[config.mk]
export PLATFORM = sky130hd
export DESIGN_NAME = staggered_grid_face_address
export DESIGN_NICKNAME = d
export VERILOG_FILES = /design/src/rtl/sgfa_pkg.sv /design/src/rtl/sgfa_front.sv /design/src/rtl/sgfa_div.sv /design/src/rtl/sgfa_back.sv /design/src/rtl/staggered_grid_face_address.sv
export SDC_FILE = /design/constraint.sdc
export NUM_CORES = 2
export LEC_CHECK = 0
export BUFFER_PORTS_ARGS = -buffer_cell sky130_fd_sc_hd__buf_2
export CORE_MARGIN = 4
export CORE_UTILIZATION = 40
export DETAILED_ROUTE_END_ITERATION = 8
export SETUP_SLACK_MARGIN = 0.4
export SLEW_MARGIN = 20
export SYNTH_ARGS = -nofsm -noshare
export SYNTH_HDL_FRONTEND = slang
export SYNTH_SLANG_ARGS = --single-unit
[constraint.sdc]
create_clock -name clk -period 19.35 [get_ports clk]
set_input_delay 3.87 -clock clk [delete_from_list [all_inputs] [get_ports clk]]
set_output_delay 3.87 -clock clk [all_outputs]
set_load 0.01 [all_outputs]
[src/rtl/sgfa_pkg.sv]
package sgfa_pkg;

  // Width of the flattened gridbox index on the input channel
  localparam int IDX_BITS = 30;

  // Configuration register indexes
  localparam int CFG_IDX_W = 2;
  localparam logic [CFG_IDX_W-1:0] REG_CELLS_Z = 2'd0;
  localparam logic [CFG_IDX_W-1:0] REG_CELLS_X = 2'd1;
  localparam logic [CFG_IDX_W-1:0] REG_CELLS_Y = 2'd2;

  // Queue between front and back
  localparam int QDEPTH = 2;
  localparam int QPTR_W = 1;
  localparam int QCNT_W = 2;

  // Item operation
  typedef enum logic {
    OP_LOOKUP  = 1'b0,
    OP_ADVANCE = 1'b1
  } op_t;

  // Classified item as it travels through the queue
  typedef struct packed {
    op_t                 op;
    logic [IDX_BITS-1:0] idx;
  } item_t;

  // Back-end sequencer states
  typedef enum logic [9:0] {
    ST_IDLE  = 10'b0000000001,
    ST_MUL1  = 10'b0000000010,
    ST_MUL2  = 10'b0000000100,
    ST_CHECK = 10'b0000001000,
    ST_DIV1  = 10'b0000010000,
    ST_DIV2  = 10'b0000100000,
    ST_MUL3  = 10'b0001000000,
    ST_SUM   = 10'b0010000000,
    ST_ADDR  = 10'b0100000000,
    ST_DONE  = 10'b1000000000
  } state_t;

endpackage

[src/rtl/sgfa_front.sv]
module sgfa_front (
  input  logic                             clk,
  input  logic                             rst_n,
  input  logic                             in_valid,
  output logic                             in_stall,
  input  logic                             in_kind,
  input  logic [sgfa_pkg::IDX_BITS-1:0]    in_box_index,
  output logic                             q_valid,
  output sgfa_pkg::item_t                  q_item,
  input  logic                             q_pop
);

  sgfa_pkg::item_t                 mem_r [sgfa_pkg::QDEPTH];
  logic [sgfa_pkg::QPTR_W-1:0]     wr_ptr_r;
  logic [sgfa_pkg::QPTR_W-1:0]     rd_ptr_r;
  logic [sgfa_pkg::QCNT_W-1:0]     cnt_r;
  logic [sgfa_pkg::QCNT_W-1:0]     cnt_nxt;
  logic                            push;
  logic                            pop;
  sgfa_pkg::item_t                 item_in;

  // Classify the incoming item
  always_comb begin
    item_in.op  = in_kind ? sgfa_pkg::OP_ADVANCE : sgfa_pkg::OP_LOOKUP;
    item_in.idx = in_box_index;
  end

  assign in_stall = (cnt_r == sgfa_pkg::QCNT_W'(sgfa_pkg::QDEPTH));
  assign push     = in_valid && !in_stall;
  assign pop      = q_pop && q_valid;
  assign q_valid  = (cnt_r != '0);
  assign q_item   = mem_r[rd_ptr_r];

  always_comb begin
    cnt_nxt = cnt_r;
    if (push && !pop) begin
      cnt_nxt = cnt_r + sgfa_pkg::QCNT_W'(1);
    end else if (pop && !push) begin
      cnt_nxt = cnt_r - sgfa_pkg::QCNT_W'(1);
    end
  end

  // Advance pointers and count; the depth is a power of two so pointers wrap
  always_ff @(posedge clk) begin
    if (!rst_n) begin
      wr_ptr_r <= '0;
      rd_ptr_r <= '0;
      cnt_r    <= '0;
    end else begin
      cnt_r <= cnt_nxt;
      if (push) begin
        wr_ptr_r <= wr_ptr_r + sgfa_pkg::QPTR_W'(1);
      end
      if (pop) begin
        rd_ptr_r <= rd_ptr_r + sgfa_pkg::QPTR_W'(1);
      end
    end
  end

  // Store the transfer
  always_ff @(posedge clk) begin
    if (push) begin
      mem_r[wr_ptr_r] <= item_in;
    end
  end

endmodule

[src/rtl/sgfa_div.sv]
module sgfa_div #(
  parameter int DIM_BITS = 10
) (
  input  logic                          clk,
  input  logic                          rst_n,
  input  logic                          start,
  input  logic [sgfa_pkg::IDX_BITS-1:0] dividend,
  input  logic [DIM_BITS-1:0]           divisor,
  output logic                          done,
  output logic [sgfa_pkg::IDX_BITS-1:0] quotient,
  output logic [DIM_BITS-1:0]           remainder
);

  localparam int IW    = sgfa_pkg::IDX_BITS;
  localparam int CNT_W = $clog2(IW + 1);

  logic [IW-1:0]       quo_r;
  logic [DIM_BITS-1:0] rem_r;
  logic [DIM_BITS-1:0] dvs_r;
  logic [CNT_W-1:0]    cnt_r;
  logic                busy_r;
  logic                done_r;
  logic [DIM_BITS:0]   trial;
  logic [DIM_BITS:0]   diff;
  logic                ge;

  // One restoring step: shift in the next dividend bit, subtract if it fits
  assign trial = {rem_r, quo_r[IW-1]};
  assign ge    = (trial >= {1'b0, dvs_r});
  assign diff  = trial - {1'b0, dvs_r};

  always_ff @(posedge clk) begin
    if (!rst_n) begin
      busy_r <= 1'b0;
      done_r <= 1'b0;
      cnt_r  <= '0;
    end else if (start) begin
      busy_r <= 1'b1;
      done_r <= 1'b0;
      cnt_r  <= CNT_W'(IW);
    end else if (busy_r) begin
      cnt_r <= cnt_r - CNT_W'(1);
      if (cnt_r == CNT_W'(1)) begin
        busy_r <= 1'b0;
        done_r <= 1'b1;
      end
    end
  end

  always_ff @(posedge clk) begin
    if (start) begin
      quo_r <= dividend;
      rem_r <= '0;
      dvs_r <= divisor;
    end else if (busy_r) begin
      quo_r <= {quo_r[IW-2:0], ge};
      rem_r <= ge ? diff[DIM_BITS-1:0] : trial[DIM_BITS-1:0];
    end
  end

  assign done      = done_r;
  assign quotient  = quo_r;
  assign remainder = rem_r;

endmodule

[src/rtl/sgfa_back.sv]
module sgfa_back #(
  parameter int DIM_BITS  = 10,
  parameter int ADDR_BITS = 40
) (
  input  logic                  clk,
  input  logic                  rst_n,
  input  logic                  q_valid,
  input  sgfa_pkg::item_t       q_item,
  output logic                  q_pop,
  input  logic [DIM_BITS-1:0]   cells_z,
  input  logic [DIM_BITS-1:0]   cells_x,
  input  logic [DIM_BITS-1:0]   cells_y,
  output logic                  out_valid,
  input  logic                  out_stall,
  output logic [DIM_BITS-1:0]   out_coord_k,
  output logic [DIM_BITS-1:0]   out_coord_i,
  output logic [DIM_BITS-1:0]   out_coord_j,
  output logic [ADDR_BITS-1:0]  out_lower_face_addr,
  output logic [ADDR_BITS-1:0]  out_upper_face_addr,
  output logic                  out_out_of_range
);

  localparam int IW     = sgfa_pkg::IDX_BITS;
  localparam int NZF_W  = DIM_BITS + 1;
  localparam int ZX_W   = 2 * DIM_BITS;
  localparam int FZX_W  = 2 * DIM_BITS + 1;
  localparam int TOT_W  = 3 * DIM_BITS;
  localparam int BASE_W = 3 * DIM_BITS + 1;
  localparam int CMP_W  = (TOT_W > IW) ? TOT_W : IW;
  localparam int SUM_W  = ((BASE_W > ADDR_BITS) ? BASE_W : ADDR_BITS) + 1;
  localparam logic [ADDR_BITS-1:0] ADDR_MAX = {ADDR_BITS{1'b1}};

  sgfa_pkg::state_t      state_r;
  sgfa_pkg::state_t      state_nxt;
  sgfa_pkg::op_t         op_r;
  logic [IW-1:0]         idx_r;
  logic [NZF_W-1:0]      nzf;
  logic [ZX_W-1:0]       zx_r;
  logic [FZX_W-1:0]      fzx_r;
  logic [TOT_W-1:0]      total_r;
  logic [BASE_W-1:0]     fstep_r;
  logic [DIM_BITS-1:0]   k_r;
  logic [DIM_BITS-1:0]   i_r;
  logic [DIM_BITS-1:0]   j_r;
  logic [BASE_W-1:0]     prod_a_r;
  logic [FZX_W-1:0]      prod_b_r;
  logic [BASE_W-1:0]     base_r;
  logic [ADDR_BITS-1:0]  offset_r;
  logic [ADDR_BITS-1:0]  res_lo_r;
  logic                  res_flag_r;
  logic                  addr_ok_r;
  logic                  out_valid_r;
  logic [DIM_BITS-1:0]   out_k_r;
  logic [DIM_BITS-1:0]   out_i_r;
  logic [DIM_BITS-1:0]   out_j_r;
  logic [ADDR_BITS-1:0]  out_lo_r;
  logic [ADDR_BITS-1:0]  out_up_r;
  logic                  out_flag_r;

  logic                  slot_free;
  logic                  beyond;
  logic [SUM_W-1:0]      add_b;
  logic [SUM_W-1:0]      add_sum;
  logic                  add_sat;
  logic [ADDR_BITS-1:0]  add_res;
  logic                  lo_top;
  logic [ADDR_BITS-1:0]  up_val;
  logic                  up_flag;

  logic                  div_start;
  logic [IW-1:0]         div_dividend;
  logic [DIM_BITS-1:0]   div_divisor;
  logic                  div_done;
  logic [IW-1:0]         div_quo;
  logic [DIM_BITS-1:0]   div_rem;

  // Shared serial divider: first idx / cells_z, then quotient / cells_x
  sgfa_div #(
    .DIM_BITS (DIM_BITS)
  ) u_div (
    .clk       (clk),
    .rst_n     (rst_n),
    .start     (div_start),
    .dividend  (div_dividend),
    .divisor   (div_divisor),
    .done      (div_done),
    .quotient  (div_quo),
    .remainder (div_rem)
  );

  assign nzf       = NZF_W'(cells_z) + NZF_W'(1);
  assign slot_free = !out_valid_r || !out_stall;
  assign beyond    = (CMP_W'(idx_r) >= CMP_W'(total_r));
  assign q_pop     = (state_r == sgfa_pkg::ST_IDLE) && q_valid;

  // Launch a division when a lookup passes the range check or the first one ends
  always_comb begin
    div_start    = 1'b0;
    div_dividend = idx_r;
    div_divisor  = cells_z;
    if (state_r == sgfa_pkg::ST_CHECK) begin
      div_start = (op_r == sgfa_pkg::OP_LOOKUP) && !beyond;
    end else if (state_r == sgfa_pkg::ST_DIV1) begin
      div_start    = div_done;
      div_dividend = div_quo;
      div_divisor  = cells_x;
    end
  end

  // Saturating adder shared by the offset advance and the face address
  always_comb begin
    add_b   = (op_r == sgfa_pkg::OP_ADVANCE) ? SUM_W'(fstep_r) : SUM_W'(base_r);
    add_sum = SUM_W'(offset_r) + add_b;
    add_sat = |add_sum[SUM_W-1:ADDR_BITS];
    add_res = add_sat ? ADDR_MAX : add_sum[ADDR_BITS-1:0];
  end

  // For a computed address the upper face is lower plus one, saturating at the top; otherwise it is zero
  always_comb begin
    lo_top  = (res_lo_r == ADDR_MAX);
    up_val  = '0;
    if (addr_ok_r) begin
      up_val = lo_top ? ADDR_MAX : res_lo_r + ADDR_BITS'(1);
    end
    up_flag = res_flag_r || (addr_ok_r && lo_top);
  end

  // Sequence one item at a time
  always_comb begin
    state_nxt = state_r;
    case (state_r)
      sgfa_pkg::ST_IDLE: begin
        if (q_valid) begin
          state_nxt = sgfa_pkg::ST_MUL1;
        end
      end
      sgfa_pkg::ST_MUL1:  state_nxt = sgfa_pkg::ST_MUL2;
      sgfa_pkg::ST_MUL2:  state_nxt = sgfa_pkg::ST_CHECK;
      sgfa_pkg::ST_CHECK: begin
        if (op_r == sgfa_pkg::OP_LOOKUP && !beyond) begin
          state_nxt = sgfa_pkg::ST_DIV1;
        end else begin
          state_nxt = sgfa_pkg::ST_DONE;
        end
      end
      sgfa_pkg::ST_DIV1: begin
        if (div_done) begin
          state_nxt = sgfa_pkg::ST_DIV2;
        end
      end
      sgfa_pkg::ST_DIV2: begin
        if (div_done) begin
          state_nxt = sgfa_pkg::ST_MUL3;
        end
      end
      sgfa_pkg::ST_MUL3: state_nxt = sgfa_pkg::ST_SUM;
      sgfa_pkg::ST_SUM:  state_nxt = sgfa_pkg::ST_ADDR;
      sgfa_pkg::ST_ADDR: state_nxt = sgfa_pkg::ST_DONE;
      sgfa_pkg::ST_DONE: begin
        if (slot_free) begin
          state_nxt = sgfa_pkg::ST_IDLE;
        end
      end
      default: state_nxt = sgfa_pkg::ST_IDLE;
    endcase
  end

  // Control state: sequencer, time-slice offset, output valid
  always_ff @(posedge clk) begin
    if (!rst_n) begin
      state_r     <= sgfa_pkg::ST_IDLE;
      offset_r    <= '0;
      out_valid_r <= 1'b0;
    end else begin
      state_r <= state_nxt;
      if (state_r == sgfa_pkg::ST_CHECK && op_r == sgfa_pkg::OP_ADVANCE) begin
        offset_r <= add_res;
      end
      if (state_r == sgfa_pkg::ST_DONE && slot_free) begin
        out_valid_r <= 1'b1;
      end else if (!out_stall) begin
        out_valid_r <= 1'b0;
      end
    end
  end

  // Datapath registers
  always_ff @(posedge clk) begin
    case (state_r)
      sgfa_pkg::ST_IDLE: begin
        op_r  <= q_item.op;
        idx_r <= q_item.idx;
      end
      sgfa_pkg::ST_MUL1: begin
        zx_r  <= ZX_W'(cells_z) * ZX_W'(cells_x);
        fzx_r <= FZX_W'(nzf) * FZX_W'(cells_x);
      end
      sgfa_pkg::ST_MUL2: begin
        total_r <= TOT_W'(zx_r) * TOT_W'(cells_y);
        fstep_r <= BASE_W'(fzx_r) * BASE_W'(cells_y);
      end
      sgfa_pkg::ST_CHECK: begin
        k_r        <= '0;
        i_r        <= '0;
        j_r        <= '0;
        res_lo_r   <= '0;
        addr_ok_r  <= 1'b0;
        res_flag_r <= (op_r == sgfa_pkg::OP_ADVANCE) ? add_sat : beyond;
      end
      sgfa_pkg::ST_DIV1: begin
        if (div_done) begin
          k_r <= div_rem;
        end
      end
      sgfa_pkg::ST_DIV2: begin
        if (div_done) begin
          i_r <= div_rem;
          j_r <= div_quo[DIM_BITS-1:0];
        end
      end
      sgfa_pkg::ST_MUL3: begin
        prod_a_r <= BASE_W'(fzx_r) * BASE_W'(j_r);
        prod_b_r <= FZX_W'(nzf) * FZX_W'(i_r);
      end
      sgfa_pkg::ST_SUM: begin
        base_r <= prod_a_r + BASE_W'(prod_b_r) + BASE_W'(k_r);
      end
      sgfa_pkg::ST_ADDR: begin
        res_lo_r   <= add_res;
        res_flag_r <= add_sat;
        addr_ok_r  <= 1'b1;
      end
      default: begin
      end
    endcase
  end

  // Load the output register when it is free
  always_ff @(posedge clk) begin
    if (state_r == sgfa_pkg::ST_DONE && slot_free) begin
      out_k_r    <= k_r;
      out_i_r    <= i_r;
      out_j_r    <= j_r;
      out_lo_r   <= res_lo_r;
      out_up_r   <= up_val;
      out_flag_r <= up_flag;
    end
  end

  assign out_valid           = out_valid_r;
  assign out_coord_k         = out_k_r;
  assign out_coord_i         = out_i_r;
  assign out_coord_j         = out_j_r;
  assign out_lower_face_addr = out_lo_r;
  assign out_upper_face_addr = out_up_r;
  assign out_out_of_range    = out_flag_r;

endmodule

[src/rtl/staggered_grid_face_address.sv]
// Face address generator for a flattened 3-D grid with z-face storage.
// Input channel (in_valid/in_stall): in_kind 0 looks up gridbox in_box_index
// and returns its (k,i,j) and the lower/upper z-face addresses offset by the
// current time slice; in_kind 1 advances the slice offset by one face array.
// Result channel (out_valid/out_stall): exactly one result per item, in order.
// Config channel (cfg_valid/cfg_ready): cfg_index 0..2 writes cells_z,
// cells_x, cells_y; other indexes are ignored. cfg_ready is always high.
// A lookup in range runs two 30-step bit-serial divisions in one shared
// divider; an advance or an out-of-range lookup skips them. Items are
// processed one at a time: the back end takes the next item only after the
// last result has been loaded into the output register.
// A two-entry queue keeps taking items while the back end is busy, and the
// back end keeps working while a result waits in the output register; when
// the receiver stalls, the finished result holds and the sequencer waits.
// Reset (rst_n low, synchronous) sets all sizes to 1, the slice offset to 0,
// and empties the queue and output register.
module staggered_grid_face_address #(
  parameter int DIM_BITS  = 10,
  parameter int ADDR_BITS = 40
) (
  input  logic                                clk,
  input  logic                                rst_n,
  input  logic                                in_valid,
  output logic                                in_stall,
  input  logic                                in_kind,
  input  logic [sgfa_pkg::IDX_BITS-1:0]       in_box_index,
  output logic                                out_valid,
  input  logic                                out_stall,
  output logic [DIM_BITS-1:0]                 out_coord_k,
  output logic [DIM_BITS-1:0]                 out_coord_i,
  output logic [DIM_BITS-1:0]                 out_coord_j,
  output logic [ADDR_BITS-1:0]                out_lower_face_addr,
  output logic [ADDR_BITS-1:0]                out_upper_face_addr,
  output logic                                out_out_of_range,
  input  logic                                cfg_valid,
  output logic                                cfg_ready,
  input  logic [sgfa_pkg::CFG_IDX_W-1:0]      cfg_index,
  input  logic [DIM_BITS-1:0]                 cfg_data
);

  logic [DIM_BITS-1:0] cells_z_r;
  logic [DIM_BITS-1:0] cells_x_r;
  logic [DIM_BITS-1:0] cells_y_r;
  logic                q_valid;
  sgfa_pkg::item_t     q_item;
  logic                q_pop;

  assign cfg_ready = 1'b1;

  // Grid size registers
  always_ff @(posedge clk) begin
    if (!rst_n) begin
      cells_z_r <= DIM_BITS'(1);
      cells_x_r <= DIM_BITS'(1);
      cells_y_r <= DIM_BITS'(1);
    end else if (cfg_valid && cfg_ready) begin
      case (cfg_index)
        sgfa_pkg::REG_CELLS_Z: cells_z_r <= cfg_data;
        sgfa_pkg::REG_CELLS_X: cells_x_r <= cfg_data;
        sgfa_pkg::REG_CELLS_Y: cells_y_r <= cfg_data;
        default: begin
        end
      endcase
    end
  end

  sgfa_front u_front (
    .clk          (clk),
    .rst_n        (rst_n),
    .in_valid     (in_valid),
    .in_stall     (in_stall),
    .in_kind      (in_kind),
    .in_box_index (in_box_index),
    .q_valid      (q_valid),
    .q_item       (q_item),
    .q_pop        (q_pop)
  );

  sgfa_back #(
    .DIM_BITS  (DIM_BITS),
    .ADDR_BITS (ADDR_BITS)
  ) u_back (
    .clk                 (clk),
    .rst_n               (rst_n),
    .q_valid             (q_valid),
    .q_item              (q_item),
    .q_pop               (q_pop),
    .cells_z             (cells_z_r),
    .cells_x             (cells_x_r),
    .cells_y             (cells_y_r),
    .out_valid           (out_valid),
    .out_stall           (out_stall),
    .out_coord_k         (out_coord_k),
    .out_coord_i         (out_coord_i),
    .out_coord_j         (out_coord_j),
    .out_lower_face_addr (out_lower_face_addr),
    .out_upper_face_addr (out_upper_face_addr),
    .out_out_of_range    (out_out_of_range)
  );

endmodule

# Word-level counts from Yosys, hierarchy flattened
# Memories as Yosys holds them, arrays and structs flattened. A register that Yosys moved wholly into a read port is not among the register bits.
# Index checks and enable logic that the tools add are counted.
op_classes:
  add_sub_neg: 11
  muxes: 39
  order_cmp: 2
  bitwise_logic: 2
  eq_ne: 21
  multipliers: 6
  reduce_logical: 33
ops:
  columns: ["cell", "count"]
  rows:
  - ["30-bit two-way mux", 4]
  - ["10-bit two-way mux", 10]
  - ["10-bit one-hot mux with 10 select lines", 1]
  - ["40-bit two-way mux", 2]
  - ["40-bit one-hot mux with 2 select lines", 1]
  - ["21-bit by 10-bit multiplier with 31-bit output", 2]
  - ["10-bit one-hot mux with 2 select lines", 3]
  - ["11-bit by 10-bit multiplier with 21-bit output", 2]
  - ["40-bit by 41-bit adder with 41-bit output", 1]
  - ["40-bit by 1-bit adder with 40-bit output, second input constant", 1]
  - ["40-bit equality test, second input constant", 1]
  - ["31-bit by 10-bit adder with 31-bit output", 1]
  - ["31-bit by 21-bit adder with 31-bit output", 1]
  - ["31-bit two-way mux", 1]
  - ["30-bit greater-or-equal comparator", 1]
  - ["20-bit by 10-bit multiplier with 30-bit output", 1]
  - ["10-bit by 10-bit multiplier with 20-bit output", 1]
  - ["2-bit AND reduction", 7]
  - ["2-bit nonzero test", 6]
  - ["10-bit by 1-bit adder with 11-bit output, second input constant", 1]
  - ["11-bit by 10-bit greater-or-equal comparator with 1-bit output", 1]
  - ["1-bit two-way mux", 11]
  - ["10-bit by 1-bit equality test with 1-bit output, second input constant", 1]
  - ["10-bit equality test, second input constant", 1]
  - ["other kinds (29)", 52]
totals:
  n_memories: 1
  ram_bits: 62
  regBits: 510
  elab_cells: 150
  in_bits: 48
  output_inout_bits: 114
mem_list:
  columns: ["name", "words", "word_bits", "read_ports", "rd_clocked_by_memory_dff", "write_ports", "line", "rtl"]
  rows:
  - ["u_front.mem_r", 2, 31, 1, 1, 1, "sgfa_front.sv:13", "sgfa_pkg::item_t mem_r [sgfa_pkg::QDEPTH];"]

# Depth between registers and ports, before layout
logic_depth:
  ltp_word: 7
  ltp_mapped: 28
  mapped_depth_nobuf: 26

# Modules after synthesis
# From an unflattened synthesis, not the netlist that was laid out.
hier_totals:
  hier_cells: 5573
  area_unflattened_um2: 56630.6
by_module_without_submodules:
  columns: ["module", "cells_per_inst", "n_inst", "area_each_um2", "seq_area_each_um2"]
  rows:
  - ["sgfa_back", 5102, 1, 50125.6, 13002.5]
  - ["sgfa_div", 238, 1, 2886.5, 1541.5]
  - ["sgfa_front", 121, 1, 2462.4, 1961.9]
  - ["staggered_grid_face_address", 112, 1, 1156.1, 600.6]

# Least setup slack after synthesis
# OpenSTA, ideal clock, no wires.
synth_path:
  path_type: "input to register"
  startpoint: "in out_stall"
  endpoint: "reg u_back.out_i_r[0], in the netlist u_back.out_coord_i[0] (enable)"
  path_stages: 1
  required_time_ns: 18.733
  n_path_buf: 0
  t_arrival_ns: 9.242
  setup_time_ns: 0.617
  setup_slack_ns: 9.491
  cell_sequence: "a21oi_1"
synth_between:
  elab_chain_cells: 3
synth_rtl:
  columns: ["element", "line", "rtl"]
  rows:
  - ["start, declared", "staggered_grid_face_address.sv:28", "input logic out_stall,"]
  - ["1-bit logical NOT", "sgfa_back.sv:92", "assign slot_free = !out_valid_r || !out_stall;"]
  - ["1-bit logical OR", "sgfa_back.sv:92", null]
  - ["1-bit logical AND", "sgfa_back.sv:240", "if (state_r == sgfa_pkg::ST_DONE && slot_free) begin"]
  - ["end signal, assigned", "sgfa_back.sv:242", "out_i_r <= i_r;"]
  - ["end, declared", "sgfa_back.sv:54", "logic [DIM_BITS-1:0] out_i_r;"]
# No other way between the ends.
# A chain may end at the register's enable or synchronous reset.

# Worst setup path after layout
layout_path:
  startpoint: "reg cells_y_r[1]"
  endpoint: "reg u_back.total_r[29] (data pin)"
layout_between:
  elab_chain_cells: 1
layout_rtl:
  columns: ["element", "line", "rtl"]
  rows:
  - ["start, declared", "staggered_grid_face_address.sv:43", "logic [DIM_BITS-1:0] cells_y_r;"]
  - ["start signal, assigned", "staggered_grid_face_address.sv:60", "sgfa_pkg::REG_CELLS_Y: cells_y_r <= cfg_data;"]
  - ["20-bit by 10-bit multiplier with 30-bit output", "sgfa_back.sv:199", "total_r <= TOT_W'(zx_r) * TOT_W'(cells_y);"]
  - ["end signal, assigned", "sgfa_back.sv:199", null]
  - ["end, declared", "sgfa_back.sv:40", "logic [TOT_W-1:0] total_r;"]
# No other way between the ends.

==> metrics.md <==
| Metric | Value |
|---|---|
| Post-Syn Area per Cell | `10.4 um2` |
| Critical path class | `reg2reg` |
| Clk network pwr share | `21.3%` |
| Top_reg_cell synth | `edfxtp_1` |
| Syn nets | `roughly 6500` |
| Pin count of the biggest net entering global routing | `65` |
| RSZ-0062 raised after global routing | `false` |
| R2r setup slk | `12280 ps` |
| Synth warn | `0` |
| Clock Path Buffers | `3` |
| Die W | `380 um` |
| Final worst path period need | `around 7000 ps` |
| Reg area | `0.0171 mm2` |
| Initial DRC Count | `1836` |
| Max Fclk | `0.141 GHz` |
| Yosys top cell by area | `edfxtp_1` |
| # hold bufs at CTS | `0` |
| Count of unique library cells instantiated by Yosys | `83` |
| Clk_lat worst skew | `670 ps` |
| Fraction of registers with async set/reset | `0%` |
| Area contributors post-synth | `edfxtp_1 (27%), fa_1 (24%), ha_1 (11%), and2_1 (5.8%), inv_1 (5.0%)` |
| Multi-input gate area | `approximately 0.035 mm2` |
| Filler cells | `approximately 13000` |
| Detailed Routing Iterations Pass 1 | `5` |
| WL met1 | `58600 um` |
| Placed cells | `7088` |
| Final WL | `130000 um` |
| Die area | `0.144 mm2` |
| Starting Density | `around two fifths` |
| Gate Count Post-Synth | `5314` |
| Layout area overhead | `9.10%` |
| Max Transition Viols Final | `0` |
| Period utilisation layout | `between 30% and 40%` |
| Seq cells post-synth | `603` |
| Fin nets | `6545` |
| Commonest non-fill, non-tap cells in the layout | `inv_1 (738), fa_1 (657), nand2_1 (538), and2_1 (510), edfxtp_1 (501)` |
| Number of synthesized flops with an enable pin | `501` |
| WL met2 | `62500 um` |
| Vias per cell | `5.12` |
| Setup crit end kind | `register` |
| Root Buffer | `clkbuf_16` |
| Endpoints failing setup | `0` |
| HPWL Detailed | `97400 um` |
| Slew margin rel. | `approximately 28%` |
| Post-CTS Setup Bufs | `0` |
| WP data arrival | `~7500 ps` |
| Area share of the largest cell type after synthesis | `a little over a quarter` |
| Core Area | `roughly 0.14 mm2` |
| Post_cts resized | `0` |
| Placer congestion estimate | `approximately 0.85` |
| Sink Count | `603` |
| WHS | `around 450 ps` |
| Fin. Hold Viols | `0` |
| Most common cell after layout, fill and taps aside | `inv_1` |
| Flop pwr share | `around 28%` |
| Crit-path max FO | `29` |
| Vias in the first global route | `38400` |
| I/O pins | `162` |
| FF-to-FF path depth | `23` |
| Initial antenna violation count | `1` |
| H-tree levels | `3` |
| Switching Fraction | `39.4%` |
| Max_cap viols | `0` |
| Die Ht | `between 300 and 400 um` |
| DRC Markers | `0` |
| First-pass GRT wire length | `211000 um` |
| Leakage power total | `~28 nW` |
| Top layer in use | `met4` |
| DR WL met3 | `6210 um` |
| Clk slew on worst S/H paths | `about 60 ps` |
| Startpoint Class | `register` |
| Req. time, crit path | `19760 ps` |
| Post-route ant nets | `0` |
| Status | `completed` |
| Layout cells sized above 1 | `8.61%` |
| CTS Buf Count | `72` |
| Worst hold path class | `reg2reg` |
| Internal power | `3.84 mW` |
| Sequential share of the synthesized area | `30.9%` |
| Worst Skew | `23.9 ps` |
| Power per standard cell area | `approximately 100 mW/mm2` |
| Row cnt | `136` |
| DR WL/cell | `18.0 um` |
| Worst VDD drop | `143 uV` |
| GR Util All Layers | `a little under a fifth` |
| Hold Crit Depth | `0` |
| Port-buffer cells | `160` |
| Comb pwr share | `51.1%` |
| Psw | `2.49 mW` |
| Total gr overflow | `0` |
| CTS tree | `built` |
| Worst slew pin tran | `approximately 1100 ps` |
| Total Neg Setup Slack | `0 ps` |
| Synth Cell Area | `0.0554 mm2` |
| Post-route non-filler standard cell count | `7217` |
| Vias | `about 37000` |
## state kept, by name (all words and copies together) (netlist names), 20 cells and up
signal	count
u_back.offset_r	40
u_back.zx_r	20
u_back.fstep_r	31
u_back.out_upper_face_addr	40
u_back.idx_r	30
u_back.prod_b_r	21
u_back.fzx_r	21
u_back.prod_a_r	31
u_back.out_lower_face_addr	40
u_back.total_r	30
u_back.u_div.quotient	30
u_back.res_lo_r	40
u_front.mem_r	62
u_back.base_r	31
## cells by family (layout without fill, tap and decap cells)
group	after synthesis	count (layout)	synth area share (%)
other	1	2	0.00677
adder cells (fa/ha/maj)	1129	1129	34.4
buffers and inverters	987	1095	6.70
AND/OR/NAND/NOR	1613	1613	14.4
multiplexers	132	132	2.61
AO/OA/AOI/OAI	616	616	7.27
flip-flops	603	603	30.9
XOR/XNOR	233	233	3.69
## critical path, cell delays in order (launching register included)
cell      delay (ps)
dfxtp_1          690
buf_4            420
nand2_1          130
fa_1             550
inv_1             50
fa_1             500
inv_1             50
fa_1             520
inv_1             40
fa_1             470
inv_1             50
fa_1             490
inv_1             50
ha_1             320
a2111o_1         380
o22a_1           250
a221o_1          390
a311o_1          370
a31oi_4          210
o21ai_1           80
a21o_1           210
a221o_1          320
a21oi_2          150
xnor2_1           90
## power by group through the flow
stage	Combinational, mW	Clock, mW	Sequential, mW
after detailed placement	3.24	0	1.77
final	3.23	1.35	1.75
after global routing	3.70	1.44	1.76
after global placement	3.19	0	1.77
after CTS	3.26	1.39	1.75
after floorplan	2.53	0	1.71
## synth_stat cells, drive strengths merged (5+ instances only)
cell	instances
inv	740
fa	657
nand2	539
and2	511
edfxtp	501
ha	472
nor2	276
clkbuf	228
a21oi	214
xnor2	171
dfxtp	102
mux2	100
a21o	99
o21ai	94
nand3	63
xor2	62
a211oi	44
nor2b	43
and3	41
nand2b	41
nor3	38
mux2i	32
o21bai	28
o21a	26
nand4	24
buf	19
a31oi	17
a311oi	10
a211o	6
a221o	6
and4	6
nand3b	6
o211ai	6
o31a	6
o41ai	6
nor3b	5
nor4	5
o221a	5
or3	5
## through the flow
stage,setup WS [ps],power [mW],cell area [um2],util [%]
CTS,12260,6.40,60400,43.9
floorplan,9490,4.25,55400,-
global route,11840,6.90,60400,43.9
finish,12280,6.33,60400,43.9
global placement,12380,4.96,58100,42.2
detailed placement,12300,5.01,58100,42.2
## cell type report
cell class | instances | area share, %
antenna | 1 | 0.00414
tap | 1794 | 3.72
sequential | 603 | 28.3
timing repair buffer | 227 | 2.16
inverter | 740 | 4.60
multi-input combinational | 3724 | 57.4
clock buffer | 87 | 3.13
clock inverter | 41 | 0.736
## layer usage
metal	vias up	global-route usage, %
met5	-	0
li1	17400	-
met3	141	2.61
met1	18700	24.5
met4	0	4.24
met2	744	30.8
## worst paths after layout
check                          endpoint           from
setup / recovery     u_back.total_r[29]   cells_y_r[1]
hold / removal    u_back.out_coord_j[9]  u_back.j_r[9]
hold reg to reg   u_back.out_coord_j[9]  u_back.j_r[9]
setup reg to reg     u_back.total_r[29]   cells_y_r[1]
(Power assumes the default switching activity.)
